File: src/rtl/core/lgs_pkg.sv
// Package for the life grid generation step block.
// Holds the request codes, the per-row command struct and the fixed field widths.
// Used by lgs_row_cell, life_grid_generation_step and lgs_checker.
`default_nettype none

package lgs_pkg;

  // Default grid side
  localparam int GRID_SIZE_DEF = 32;

  // Fixed field widths
  localparam int REQ_W     = 2;
  localparam int IDX_W     = 5;
  localparam int ROW_OUT_W = 32;
  localparam int IN_DATA_W  = 16;  // row, col packed, filled up to whole bytes
  localparam int IN_USER_W  = 2;   // req_type
  localparam int OUT_DATA_W = 40;  // row_bits, all_dead, filled up to whole bytes

  // Request codes
  typedef enum logic [REQ_W-1:0] {
    REQ_CLEAR = 2'd0,
    REQ_SET   = 2'd1,
    REQ_STEP  = 2'd2,
    REQ_READ  = 2'd3
  } req_t;

  // Command broadcast to every row cell
  typedef struct packed {
    logic en;
    req_t op;
  } row_cmd_t;

endpackage

`default_nettype wire

File: src/rtl/core/lgs_row_cell.sv
// One row cell of the life grid: holds one row and computes its next generation.
// Takes the rows above and below from its neighbors every cycle; depends on lgs_pkg.
`default_nettype none

module lgs_row_cell #(
  parameter int GRID_SIZE = lgs_pkg::GRID_SIZE_DEF
) (
  input  wire logic                 clk,
  input  wire logic                 rst_n,
  input  wire lgs_pkg::row_cmd_t    cmd,
  input  wire logic                 sel,
  input  wire logic [GRID_SIZE-1:0] set_mask,
  input  wire logic [GRID_SIZE-1:0] up_row,
  input  wire logic [GRID_SIZE-1:0] dn_row,
  output logic      [GRID_SIZE-1:0] row_o,
  output logic                      live_o
);
  import lgs_pkg::*;

  logic [GRID_SIZE-1:0] row_r, row_nxt;
  logic                 live_r;
  logic [GRID_SIZE-1:0] life_row;
  logic [GRID_SIZE+1:0] up_x, own_x, dn_x;

  // Pad with dead cells beyond the grid edge
  assign up_x  = {1'b0, up_row, 1'b0};
  assign own_x = {1'b0, row_r, 1'b0};
  assign dn_x  = {1'b0, dn_row, 1'b0};

  // Count eight neighbors per column and apply B3/S23
  always_comb begin : life_calc
    logic [3:0] n;
    n = '0;
    life_row = '0;
    for (int c = 0; c < GRID_SIZE; c++) begin
      n = 4'(up_x[c]) + 4'(up_x[c+1]) + 4'(up_x[c+2])
        + 4'(own_x[c]) + 4'(own_x[c+2])
        + 4'(dn_x[c]) + 4'(dn_x[c+1]) + 4'(dn_x[c+2]);
      life_row[c] = (n == 4'd3) || (row_r[c] && (n == 4'd2));
    end
  end

  // Select the next row contents from the command
  always_comb begin
    row_nxt = row_r;
    if (cmd.en) begin
      case (cmd.op)
        REQ_CLEAR: row_nxt = '0;
        REQ_SET:   row_nxt = sel ? (row_r | set_mask) : row_r;
        REQ_STEP:  row_nxt = life_row;
        REQ_READ:  row_nxt = row_r;
        default:   row_nxt = row_r;
      endcase
    end
  end

  // Hold the row and its any-alive flag
  always_ff @(posedge clk) begin
    if (!rst_n) begin
      row_r  <= '0;
      live_r <= 1'b0;
    end else begin
      row_r  <= row_nxt;
      live_r <= |row_nxt;
    end
  end

  assign row_o  = row_r;
  assign live_o = live_r;

endmodule

`default_nettype wire

File: config.mk
export PLATFORM = sky130hd
export DESIGN_NAME = lgs_row_cell
export DESIGN_NICKNAME = d
export VERILOG_FILES = /design/src/rtl/core/lgs_pkg.sv /design/src/rtl/core/lgs_row_cell.sv
export SDC_FILE = /design/constraint.sdc
export NUM_CORES = 1
export LEC_CHECK = 0
export CAP_MARGIN = 40
export CORE_ASPECT_RATIO = 2
export CORE_MARGIN = 2
export CORE_UTILIZATION = 39
export CTS_CLUSTER_DIAMETER = 200
export DETAILED_ROUTE_END_ITERATION = 7
export DONT_BUFFER_PORTS = 1
export SYNTH_ARGS = -nofsm -noshare
export SYNTH_HDL_FRONTEND = slang
export SYNTH_SLANG_ARGS = --single-unit
File: constraint.sdc
create_clock -name clk -period 10.53 [get_ports clk]
set_clock_uncertainty 0.05 [all_clocks]
set_input_delay 2.106 -clock clk [delete_from_list [all_inputs] [get_ports clk]]
set_output_delay 2.106 -clock clk [all_outputs]
set_load 0.005 [all_outputs]
==> summary.txt <==
CTS
  • Post-CTS Repair Setup Buffers: 0
  • Post-CTS Resized: 0
  • Clk buf depth: 2
  • Worst-skew pair later-pin latency: approximately 0.28 ns
  • Htree depth: 2
  • Number of CTS-inserted buffers: 5
  • Clock sink count: 33
  • Root Buffer: clkbuf_16
  • CTS tree: done
  • # hold bufs at CTS: 0
  • Clock Pin Slew Worst Setup and Hold Paths: 0.05 ns

Global route
  • Congestion Overflow GR: 0
  • Global-route wire length before repair: between 20000 and 30000 um
  • Vias in the first global route: between 5k and 6k
  • GRT Overall Usage: 0.174
  • Largest net degree at the start of global routing: 33
  • Initial antenna violation count: 0

Cells and area
  • Multi-input gate area: 5180 um^2
  • Antenna fix cells: 0
  • FF+latch area: approximately 660 um^2
  • Fin util: 0.416
  • Area Growth Syn to Fin: 5.38%
  • Post-Layout Cell Count: 957
  • Nets: roughly 1.1k
  • # fillers: approximately 1.7k
  • Share of cells above drive strength 1: 0.0241
  • Cell area after layout: between 7000 and 8000 um^2

Routing
  • DRC errors left: 0
  • Vias: a little under 5k
  • Final ANT Viol Nets: 0
  • Avg WL per Cell: 16.4 um
  • DRT Pass-1 Iters: 4
  • DR iter-0 viols: roughly 110
  • WL final: roughly 16000 um
  • Vias per Instance: roughly 5.1

Worst setup path
  • R2R depth: 12
  • CP startpoint: up_row[2]
  • Worst r2r dst: live_o
  • Cell depth of the worst setup path: 13
  • Critical path's top delay family: adder cells
  • Reg2reg setup slack: 6.65 ns
  • Crit start category: input pin
  • CP bufs+invs: 2
  • Worst EP arrival: between 5 and 6 ns
  • CP required: around 11 ns
  • Max FO, Critical Path: 2
  • CP Capture Point: live_o
  • Most frequent CP cell: fa_1
  • Crit path kind: input pin to register
  • Critical Path Slowest Stage Cell: fa_1
  • Slowest stage delay, CP: about 0.56 ns
  • Cell breakdown of the critical path: inv_1 -> fa_1 -> fa_1 -> fa_1 -> inv_1 -> ha_1 -> fa_1 -> and2_1 -> a21oi_1 -> o32ai_1 -> nor4_1 -> nand4_1 -> o31a_1
  • RR Startpoint: row_o[2]
  • Crit end category: register

Yosys
  • Mapped cell area: between 6000 and 7000 um^2
  • Asr flop ratio synth: 0
  • Synth top area cells: fa_1 (37%), ha_1 (17%), inv_1 (12%)
  • Top FF cell, synth: dfxtp_1
  • Yosys warning total: 0
  • Syn nets: between 1k and 1.5k
  • Cells after synthesis: between 700 and 800
  • Count leader, synth: inv_1
  • Top post-synthesis cells by count: inv_1 (220), fa_1 (124), ha_1 (92), a21oi_1 (83), and2_1 (57)
  • #FFs+latches synth: 33
  • Netlist cell types: 32
  • Sequential element share of the synthesized area: 0.0979
  • Post-synth top area cell: fa_1
  • EDFF count, synth: 0
  • Share of the synthesized area in the top cell type: 0.368
  • Syn Area/Cell: roughly 9.0 um^2

STA
  • Final Hold Vio Count: 0
  • Max Clock Freq: 176 MHz
  • Hold_ws: ~0.63 ns
  • Slew headroom: 0.533
  • Max-slew violation count: 0
  • RSZ-0062 raised after global routing: no
  • Final Cycle Share: 0.539
  • Crit path time final: 5.68 ns
  • Sum Neg Setup Slack: 0 ns
  • Worst Tran Pin Value: approximately 0.7 ns
  • Final Setup Violations: 0

Placement
  • Post-DP HPWL: 13900 um
  • Post-DP Area: between 6000 and 7000 um^2
  • PortBufs: 0
  • Placer Congestion: just over 0.8
  • DP Cell Count: around 950

Die
  • Core region area: ~17000 um^2
  • Die H: approximately 190 um
  • # IOs: approximately 140
  • Initial core utilization: 0.395
  • Die Area: about 18000 um^2
  • Row count: 68
  • Die span in x: approximately 97 um

Job
  • Max-cap violations: 0

Power
  • P_int: about 0.00047 W
  • Clock share of power: 0.185
  • Sw frac: 0.441
  • Combinational Power Share: 0.639
  • Switching power: ~0.00037 W
  • Flop pwr share: 0.177
  • VDD IR max: ~0.067 mV
  • PD cells: about 120 nW/um^2
  • Leak: roughly 3.6 nW

Run status
  • Status: completed

Min path
  • Hold WC Path Type: register to register
power groups by stage:
| stage | registers, W | logic, W | clock network [W] |
|---|---|---|---|
| 6_report | 0.000149 | 0.000537 | 0.000155 |
| 5_1_grt | 0.000150 | 0.000646 | 0.000167 |
| 4_1_cts | 0.000149 | 0.000550 | 0.000161 |
| 3_5_place_dp | 0.000152 | 0.000546 | 0 |
| 3_3_place_gp | 0.000152 | 0.000524 | 0 |
| 2_1_floorplan | 0.000146 | 0.000425 | 0 |
logic make-up (layout without fill, tap and decap cells):
kind of cell / after synthesis / after routing / share of synthesized area
buffers and inverters: 234 / 231 / 0.135
adders and majority gates: 216 / 216 / 0.538
AOI/OAI and AO/OA: 156 / 156 / 0.138
and+or+nand+nor: 111 / 111 / 0.0912
DFF: 33 / 33 / 0.0979
layout make-up:
cell class              count  share of cell area
clock buffers               7              0.0215
clock inverters             1            0.000704
inverters                 220               0.116
multi-input cells         483               0.729
flip-flops and latches     33              0.0929
well taps                 210              0.0369
repair buffers              3             0.00317
placed cells by master (no fill, tap or decap), drive strengths merged, types with 2 or more instances in the layout:
cell	netlist	layout
a21oi	88	88
a31oi	2	2
and2	57	57
buf	8	3
clkbuf	6	7
dfxtp	33	33
fa	124	124
ha	92	92
inv	220	220
nand2	4	4
nand2b	3	3
nand3	2	2
nand4b	2	2
nor2	30	30
nor2b	2	2
nor4	7	7
o21ai	30	30
o32ai	29	29
flip-flops by register name, indices dropped and copies added, names as in the netlist:
name	cells
row_o	32
live_o	1
tightest hold or removal path, stage by stage, from the launching register on:
cell	delay, ns
dfxtp_1	0.42
o22ai_1	0.14
nor2_1	0.08
per-layer routing:
| layer | track usage | wire length (um) | share of wire | vias to the layer above |
|---|---|---|---|---|
| li1 | - | - | - | 2349 |
| met3 | 0.0400 | 986 | 0.063 | 10 |
| met1 | 0.215 | 6430 | 0.41 | 2360 |
| met5 | 0 | 0 | 0 | - |
| met4 | 0.0298 | 131 | 0.0084 | 0 |
| met2 | 0.313 | 8120 | 0.52 | 120 |
worst min-delay path by stage:
stage / from / endpoint / slack (ns) / cells past startpoint
2_1_floorplan: row_o[17] / row_o[17] / 0.49 / 2
3_3_place_gp: row_o[17] / row_o[17] / 0.61 / 2
3_5_place_dp: row_o[17] / row_o[17] / 0.63 / 2
4_1_cts: row_o[17] / row_o[17] / 0.64 / 2
5_1_grt: row_o[17] / row_o[17] / 0.70 / 2
6_report: row_o[17] / row_o[17] / 0.63 / 2
stage by stage:
step	power [W]	worst slack, ns
floorplan	0.000571	5.12
global placement	0.000676	4.50
detailed placement	0.000697	4.49
CTS	0.000860	4.79
global route	0.000964	4.63
finish	0.000841	4.85
No activity file was read; power rests on OpenSTA's default activity.
